==> src/sv/qdc_pkg.sv <==
// Package for the quantized depthwise convolution MAC block.
// Holds widths, the configuration struct, queue entry and state types.
// No dependencies; every other file of the block imports it.
`default_nettype none
package qdc_pkg;

  localparam int ACC_BITS  = 32;
  localparam int MULT_W    = 31;
  localparam int SHIFT_W   = 6;
  localparam int DIM_W     = 16;
  localparam int COORD_W   = 17;
  localparam int BYTE_W    = 8;
  localparam int BIAS_W    = 32;
  localparam int PROD_W    = 18;
  localparam int SCALED_W  = ACC_BITS + MULT_W;
  localparam int CAP_W     = 13;
  localparam int REQ_CAP   = 4096;
  localparam int OUT_MAX   = 255;
  localparam int CFG_IDX_W = 3;
  localparam int CFG_DAT_W = 31;
  localparam int QDEPTH    = 2;
  localparam int QPTR_W    = $clog2(QDEPTH);

  localparam logic [CFG_IDX_W-1:0] REG_INPUT_ZP  = 3'd0;
  localparam logic [CFG_IDX_W-1:0] REG_WEIGHT_ZP = 3'd1;
  localparam logic [CFG_IDX_W-1:0] REG_OUTPUT_ZP = 3'd2;
  localparam logic [CFG_IDX_W-1:0] REG_SCALE_MUL = 3'd3;
  localparam logic [CFG_IDX_W-1:0] REG_SCALE_SHR = 3'd4;
  localparam logic [CFG_IDX_W-1:0] REG_HEIGHT    = 3'd5;
  localparam logic [CFG_IDX_W-1:0] REG_WIDTH     = 3'd6;

  typedef struct packed {
    logic [BYTE_W-1:0]  input_zero_point;
    logic [BYTE_W-1:0]  weight_zero_point;
    logic [BYTE_W-1:0]  output_zero_point;
    logic [MULT_W-1:0]  scale_multiplier;
    logic [SHIFT_W-1:0] scale_shift;
    logic [DIM_W-1:0]   image_height;
    logic [DIM_W-1:0]   image_width;
  } cfg_t;

  typedef struct packed {
    logic signed [PROD_W-1:0] prod;
    logic signed [BIAS_W-1:0] bias;
    logic                     last;
  } q_entry_t;

  typedef enum logic [2:0] {
    ST_RUN,
    ST_MAG,
    ST_MUL,
    ST_SHIFT,
    ST_DONE
  } back_state_t;

endpackage
`default_nettype wire

==> src/sv/quantized_depthwise_conv_mac_top.sv <==
// Top level of the quantized depthwise convolution MAC block.
// Holds the configuration registers; depends on qdc_pkg, qdc_front, qdc_fifo, qdc_back.
//
//   channel  handshake            payload
//   in       in_valid/in_ready    sample weight tap_row tap_col channel_bias last_tap
//   out      out_valid/out_ready  out_value
//   cfg      cfg_we               cfg_index cfg_data
//
// A tap that is not last is added in the accumulator, so taps stream at one per cycle
// while the back end is in its run state. A last tap adds the requantize steps (magnitude,
// 32x31 multiply, round and shift, zero point and clamp) in the back end sequencer.
// Reset clears the accumulator, queue and output valid flag and loads register defaults.
// The two-entry queue takes up to two more taps while the back end requantizes
// or waits on out_ready; after that in_ready drops until the back end pops.
`default_nettype none
module quantized_depthwise_conv_mac_top import qdc_pkg::*; (
  input  wire logic                      clk,
  input  wire logic                      rst,
  input  wire logic                      in_valid,
  output logic                           in_ready,
  input  wire logic [BYTE_W-1:0]         sample,
  input  wire logic [BYTE_W-1:0]         weight,
  input  wire logic signed [COORD_W-1:0] tap_row,
  input  wire logic signed [COORD_W-1:0] tap_col,
  input  wire logic signed [BIAS_W-1:0]  channel_bias,
  input  wire logic                      last_tap,
  output logic                           out_valid,
  input  wire logic                      out_ready,
  output logic [BYTE_W-1:0]              out_value,
  input  wire logic                      cfg_we,
  input  wire logic [CFG_IDX_W-1:0]      cfg_index,
  input  wire logic [CFG_DAT_W-1:0]      cfg_data
);

  cfg_t     cfg;
  q_entry_t front_entry;
  q_entry_t q_data;
  logic     q_valid;
  logic     q_ready;

  always_ff @(posedge clk) begin
    if (rst) begin
      cfg.input_zero_point  <= '0;
      cfg.weight_zero_point <= '0;
      cfg.output_zero_point <= '0;
      cfg.scale_multiplier  <= MULT_W'(1073741824);
      cfg.scale_shift       <= SHIFT_W'(30);
      cfg.image_height      <= DIM_W'(1);
      cfg.image_width       <= DIM_W'(1);
    end else if (cfg_we) begin
      case (cfg_index)
        REG_INPUT_ZP:  cfg.input_zero_point  <= cfg_data[BYTE_W-1:0];
        REG_WEIGHT_ZP: cfg.weight_zero_point <= cfg_data[BYTE_W-1:0];
        REG_OUTPUT_ZP: cfg.output_zero_point <= cfg_data[BYTE_W-1:0];
        REG_SCALE_MUL: cfg.scale_multiplier  <= cfg_data[MULT_W-1:0];
        REG_SCALE_SHR: cfg.scale_shift       <= cfg_data[SHIFT_W-1:0];
        REG_HEIGHT:    cfg.image_height      <= cfg_data[DIM_W-1:0];
        REG_WIDTH:     cfg.image_width       <= cfg_data[DIM_W-1:0];
        default: ;  // drop writes beyond the register list
      endcase
    end
  end

  qdc_front u_front (
    .cfg          (cfg),
    .sample       (sample),
    .weight       (weight),
    .tap_row      (tap_row),
    .tap_col      (tap_col),
    .channel_bias (channel_bias),
    .last_tap     (last_tap),
    .entry        (front_entry)
  );

  qdc_fifo u_fifo (
    .clk        (clk),
    .rst        (rst),
    .push_valid (in_valid),
    .push_ready (in_ready),
    .push_data  (front_entry),
    .pop_valid  (q_valid),
    .pop_ready  (q_ready),
    .pop_data   (q_data)
  );

  qdc_back u_back (
    .clk       (clk),
    .rst       (rst),
    .cfg       (cfg),
    .q_valid   (q_valid),
    .q_ready   (q_ready),
    .q_data    (q_data),
    .out_valid (out_valid),
    .out_ready (out_ready),
    .out_value (out_value)
  );

endmodule
`default_nettype wire

==> src/sv/qdc_front.sv <==
// Front end: bounds check for padding and the per-tap product.
// Depends on qdc_pkg; feeds qdc_fifo.
`default_nettype none
module qdc_front import qdc_pkg::*; (
  input  wire cfg_t                       cfg,
  input  wire logic [BYTE_W-1:0]          sample,
  input  wire logic [BYTE_W-1:0]          weight,
  input  wire logic signed [COORD_W-1:0]  tap_row,
  input  wire logic signed [COORD_W-1:0]  tap_col,
  input  wire logic signed [BIAS_W-1:0]   channel_bias,
  input  wire logic                       last_tap,
  output q_entry_t                        entry
);

  logic                    row_ok;
  logic                    col_ok;
  logic signed [BYTE_W:0]  s_diff;
  logic signed [BYTE_W:0]  w_diff;
  logic signed [PROD_W-1:0] prod;

  // non-negative coordinate: its low bits compare directly against the size
  assign row_ok = !tap_row[COORD_W-1] && (tap_row[DIM_W-1:0] < cfg.image_height);
  assign col_ok = !tap_col[COORD_W-1] && (tap_col[DIM_W-1:0] < cfg.image_width);

  assign s_diff = $signed({1'b0, sample}) - $signed({1'b0, cfg.input_zero_point});
  assign w_diff = $signed({1'b0, weight}) - $signed({1'b0, cfg.weight_zero_point});
  assign prod   = PROD_W'(s_diff * w_diff);

  always_comb begin
    entry.prod = (row_ok && col_ok) ? prod : '0;
    entry.bias = channel_bias;
    entry.last = last_tap;
  end

endmodule
`default_nettype wire

==> src/sv/qdc_fifo.sv <==
// Short queue between the front end and the accumulate/requantize back end.
// Depends on qdc_pkg for the entry type and depth.
`default_nettype none
module qdc_fifo import qdc_pkg::*; (
  input  wire logic     clk,
  input  wire logic     rst,
  input  wire logic     push_valid,
  output logic          push_ready,
  input  wire q_entry_t push_data,
  output logic          pop_valid,
  input  wire logic     pop_ready,
  output q_entry_t      pop_data
);

  q_entry_t             mem [QDEPTH];
  logic [QPTR_W-1:0]    wr_ptr;
  logic [QPTR_W-1:0]    rd_ptr;
  logic [QPTR_W:0]      count;
  logic                 do_push;
  logic                 do_pop;

  assign push_ready = (count != (QPTR_W+1)'(QDEPTH));
  assign pop_valid  = (count != '0);
  assign pop_data   = mem[rd_ptr];
  assign do_push    = push_valid && push_ready;
  assign do_pop     = pop_valid && pop_ready;

  always_ff @(posedge clk) begin
    if (do_push) begin
      mem[wr_ptr] <= push_data;
    end
  end

  always_ff @(posedge clk) begin
    if (rst) begin
      wr_ptr <= '0;
      rd_ptr <= '0;
      count  <= '0;
    end else begin
      if (do_push) begin
        wr_ptr <= (wr_ptr == QPTR_W'(QDEPTH - 1)) ? '0 : wr_ptr + 1'b1;
      end
      if (do_pop) begin
        rd_ptr <= (rd_ptr == QPTR_W'(QDEPTH - 1)) ? '0 : rd_ptr + 1'b1;
      end
      if (do_push && !do_pop) begin
        count <= count + 1'b1;
      end else if (do_pop && !do_push) begin
        count <= count - 1'b1;
      end
    end
  end

endmodule
`default_nettype wire

==> src/sv/qdc_back.sv <==
// Back end: accumulator, requantize sequencer and output register.
// Depends on qdc_pkg; pops entries from qdc_fifo.
`default_nettype none
module qdc_back import qdc_pkg::*; (
  input  wire logic     clk,
  input  wire logic     rst,
  input  wire cfg_t     cfg,
  input  wire logic     q_valid,
  output logic          q_ready,
  input  wire q_entry_t q_data,
  output logic          out_valid,
  input  wire logic     out_ready,
  output logic [BYTE_W-1:0] out_value
);

  back_state_t               state;
  back_state_t               state_next;
  logic signed [ACC_BITS-1:0] acc;
  logic signed [ACC_BITS-1:0] acc_sum;
  logic [ACC_BITS-1:0]       mag;
  logic                      neg;
  logic [SCALED_W-1:0]       scaled;
  logic [CAP_W-1:0]          capped;
  logic [SCALED_W:0]         rnd_inc;
  logic [SCALED_W:0]         rounded;
  logic [SCALED_W:0]         shifted;
  logic [CAP_W-1:0]          cap_next;
  logic signed [CAP_W:0]     signed_val;
  logic signed [CAP_W+1:0]   total;
  logic [BYTE_W-1:0]         byte_next;
  logic                      take;
  logic                      load_out;

  assign take     = (state == ST_RUN) && q_valid;
  assign load_out = (state == ST_DONE) && (!out_valid || out_ready);

  always_comb begin
    acc_sum = acc + ACC_BITS'(q_data.prod)
            + (q_data.last ? ACC_BITS'(q_data.bias) : ACC_BITS'(0));
  end

  // round half away from zero on the magnitude, then cap
  always_comb begin
    rnd_inc  = (cfg.scale_shift != '0) ?
               ((SCALED_W+1)'(1) << (cfg.scale_shift - 1'b1)) : '0;
    rounded  = {1'b0, scaled} + rnd_inc;
    shifted  = rounded >> cfg.scale_shift;
    cap_next = (shifted > (SCALED_W+1)'(REQ_CAP)) ? CAP_W'(REQ_CAP) : shifted[CAP_W-1:0];
  end

  always_comb begin
    signed_val = neg ? -$signed({1'b0, capped}) : $signed({1'b0, capped});
    total      = {signed_val[CAP_W], signed_val}
               + $signed({{(CAP_W+2-BYTE_W){1'b0}}, cfg.output_zero_point});
    if (total[CAP_W+1]) begin
      byte_next = '0;
    end else if (total > (CAP_W+2)'(OUT_MAX)) begin
      byte_next = BYTE_W'(OUT_MAX);
    end else begin
      byte_next = total[BYTE_W-1:0];
    end
  end

  always_comb begin
    state_next = state;
    q_ready    = (state == ST_RUN);
    case (state)
      ST_RUN: begin
        if (q_valid && q_data.last) begin
          state_next = ST_MAG;
        end
      end
      ST_MAG:   state_next = ST_MUL;
      ST_MUL:   state_next = ST_SHIFT;
      ST_SHIFT: state_next = ST_DONE;
      ST_DONE: begin
        if (load_out) begin
          state_next = ST_RUN;
        end
      end
      default: state_next = ST_RUN;
    endcase
  end

  always_ff @(posedge clk) begin
    if (rst) begin
      state     <= ST_RUN;
      acc       <= '0;
      out_valid <= 1'b0;
    end else begin
      state <= state_next;
      if (take) begin
        acc <= acc_sum;
      end else if (state == ST_MAG) begin
        acc <= '0;
      end
      if (load_out) begin
        out_valid <= 1'b1;
      end else if (out_ready) begin
        out_valid <= 1'b0;
      end
    end
  end

  always_ff @(posedge clk) begin
    if (state == ST_MAG) begin
      neg <= acc[ACC_BITS-1];
      mag <= acc[ACC_BITS-1] ? ACC_BITS'(-acc) : ACC_BITS'(acc);
    end
    if (state == ST_MUL) begin
      scaled <= SCALED_W'(mag * cfg.scale_multiplier);
    end
    if (state == ST_SHIFT) begin
      capped <= cap_next;
    end
    if (load_out) begin
      out_value <= byte_next;
    end
  end

endmodule
`default_nettype wire
==> config.mk <==
export PLATFORM = sky130hd
export DESIGN_NAME = quantized_depthwise_conv_mac_top
export DESIGN_NICKNAME = d
export VERILOG_FILES = /design/src/sv/qdc_pkg.sv /design/src/sv/quantized_depthwise_conv_mac_top.sv /design/src/sv/qdc_front.sv /design/src/sv/qdc_fifo.sv /design/src/sv/qdc_back.sv
export SDC_FILE = /design/constraint.sdc
export NUM_CORES = 2
export LEC_CHECK = 0
export ABC_AREA = 0
export BUFFER_PORTS_ARGS = -buffer_cell sky130_fd_sc_hd__buf_4
export CORE_MARGIN = 2
export CORE_UTILIZATION = 35
export DETAILED_ROUTE_END_ITERATION = 12
export GPL_TIMING_DRIVEN = 0
export PLACE_DENSITY_LB_ADDON = 0.15
export SYNTH_ARGS = -nofsm -noshare
export SYNTH_HDL_FRONTEND = slang
export SYNTH_SLANG_ARGS = --single-unit
export TNS_END_PERCENT = 5
==> constraint.sdc <==
create_clock -name clk -period 24.5 [get_ports clk]
set_clock_uncertainty 0.15 [all_clocks]
set_input_delay 2.45 -clock clk [delete_from_list [all_inputs] [get_ports clk]]
set_output_delay 2.45 -clock clk [all_outputs]
set_load 0.1 [all_outputs]
==> metrics.txt <==
status=finished clean; CP max FO=10; Switching Power=2.26 mW; final setup violation count=0; post-CTS sizing=0; setup bufs post-CTS=0; Yosys reg bits=353; Lkg Pwr=30.0 nW; mean post-synth cell area=8.83 µm²; DR pass1 iterations=6; clk slew on worst S/H paths=60 ps; CP Buf/Inv Count=7; DR vias=51947; ys flop type=edfxtp_1; slowest CP cell=clkbuf_1; Util after Layout=38.5%; worst-skew pair later-pin latency=690 ps; combinational power share=65.1%; # hold bufs at CTS=0; synthesized area=61900 µm²; clock share of power=16.1%; Hold Fails Final Rpt=0; Worst EP required=24740 ps; minimum clock period=11430 ps; RSZ-0062 raised after global routing=no; power share of the sequential group=18.8%; Ys Warns=0; antenna viol nets, final=0; actual slew at the worst max-slew pin=1350 ps; ys async rst share=0%; period utilization=46.6%; total design power=4.55 mW; vias in the first global route=53079; io pins=132; via/cell ratio=5.42; # DRC=0; MaxCap Viol Count=0; uppermost layer routed=met5; crit-path max cell delay=820 ps; Area contributors post-synth=fa_1, edfxtp_1, ha_1; chip height=425 µm; routed len/inst=25.6 µm; first-pass GRT wire length=361000 µm; Yosys cell types=117; crit end category=flop; top-count cell post-synth=inv_1; fmax=0.0875 GHz; IO buf count=128; Peak VDD IR=0.0000916 V; GRT Total Usage=27.3%; Initial Util=35.2%; Syn Inst Count=7013; critical path type=reg2reg; Post-Route WL=246000 µm; Final Max Tran Viols=0; DP Wirelength=204000 µm; TritonCTS Buffers=47; Final #Nets=8736; largest net degree at the start of global routing=39; met3 routed WL=19100 µm; CTS tree=yes; Synth top area share=31.4%; Pwr Density=67.2 nW/µm²; Slew HR=10.1%; initial antenna violation count=21; CTS H-Tree Depth=2; die area=180000 µm²; post-synth top area cell=fa_1; Final Wtd Congestion=1.03; die width=425 µm; Overflow after GRT=0; Syn Nets=8551; Internal=2.29 mW; share of layout cells above drive strength 1=5.90%; switching part of the total power=49.6%; Setup WS post-layout=13070 ps; post-place setup slack=13250 ps; M1 WL=104000 µm; Synth-to-Final Area Change=9.21%; Setup TNS=0 ps; CTS Sinks=353; Longest Clk Path Bufs=3; worst min path class=reg2reg; critical path's most frequent cell=fa_1; register area share after synthesis=14.9%; Critical Path AT=11670 ps; worst hold slack=304 ps; CTS Root Cell=clkbuf_16; list of most frequent post-synthesis cells=inv_1, nand2_1, fa_1; drt initial violations=4851; num rows=154; top cell family by delay on the critical path=adder cells; crit start category=flop; Core Area=176000 µm²; Post-synth EDFFs=219; Detail Route met2 WL=110000 µm
state kept, by name (all words and copies together), names as in the netlist, named ones only:
name,flops
u_fifo.mem,102
cfg,93
u_back.scaled,63
u_back.acc,32
u_back.mag,32
u_back.capped,13
u_back.out_value,8
u_back.state,3
u_fifo.count,2
u_back.neg,1
u_back.out_valid,1
u_fifo.rd_ptr,1
u_fifo.wr_ptr,1
cell type report:
type	count	area, µm²
clock buffer	62	1280
tap	2340	2930
buffer	379	1620
clock inverter	25	365
antenna	6	15.0
fill	18093	108000
timing repair buffer	136	1080
sequential	353	9260
inverter	1170	4390
multi-input combinational	5111	46700
worst reg2reg max path: cells and delay by family, from the launching register on:
kind	cells	cell delay (ps)
fa+ha+maj	9	4370
compound gates	12	3250
buf+inv	7	1650
simple gates	4	1240
flops	1	310
xor+xnor	1	190
power by group through the flow:
stage | Combinational, mW | Clock, mW | Sequential (mW)
final | 2.96 | 0.731 | 0.856
after global routing | 3.29 | 0.773 | 0.861
after CTS | 2.97 | 0.752 | 0.855
after detailed placement | 2.94 | 0 | 0.867
after global placement | 2.92 | 0 | 0.874
after floorplan | 1.98 | 0 | 0.822
cells in the final DEF, fill, tap and decap left out, types with 65 or more instances in the layout:
| cell type | instances |
|---|---|
| a21o_1 | 120 |
| a21oi_1 | 338 |
| and2_1 | 393 |
| buf_4 | 133 |
| clkbuf_1 | 325 |
| dfxtp_1 | 134 |
| edfxtp_1 | 219 |
| fa_1 | 973 |
| ha_1 | 443 |
| inv_1 | 1167 |
| mux2_2 | 65 |
| mux2i_1 | 68 |
| nand2_1 | 1152 |
| nand3_1 | 94 |
| nor2_1 | 272 |
| nor3_1 | 90 |
| o21ai_0 | 120 |
| xnor2_1 | 167 |
worst paths after layout:
| check | startpoint | end | slack, ps | depth (start not counted) |
|---|---|---|---|---|
| worst max-delay path | cfg[44]$_SDFFE_PP0P_ | u_back.scaled[61]$_DFFE_PN_ | 13070 | 33 |
| worst min-delay path | cfg[28]$_SDFFE_PP0P_ | cfg[28]$_SDFFE_PP0P_ | 300 | 2 |
| worst max register to register | cfg[44]$_SDFFE_PP0P_ | u_back.scaled[61]$_DFFE_PN_ | 13070 | 33 |
| worst min register to register | cfg[28]$_SDFFE_PP0P_ | cfg[28]$_SDFFE_PP0P_ | 300 | 2 |
through the flow:
step | instances | cell area (µm²)
floorplan | 7013 | 61900
global placement | 9481 | 65800
detailed placement | 9489 | 66000
CTS | 9576 | 67600
global route | 9576 | 67600
finish | 9582 | 67600
logic make-up after synthesis:
kind of cell | Yosys count | synth area share, %
xor+xnor | 221 | 3.14
flops | 353 | 14.9
compound gates | 1038 | 11.3
simple gates | 2267 | 17.0
mux | 169 | 3.55
fa+ha+maj | 1416 | 40.4
buf+inv | 1549 | 9.70
routing by layer:
layer,global-route usage (%),up-vias
met2,43.2,2179
met1,37.1,26334
met4,11.8,4
met3,4.34,445
li1,-,22985
met5,0,-
(Power assumes the default switching activity.)
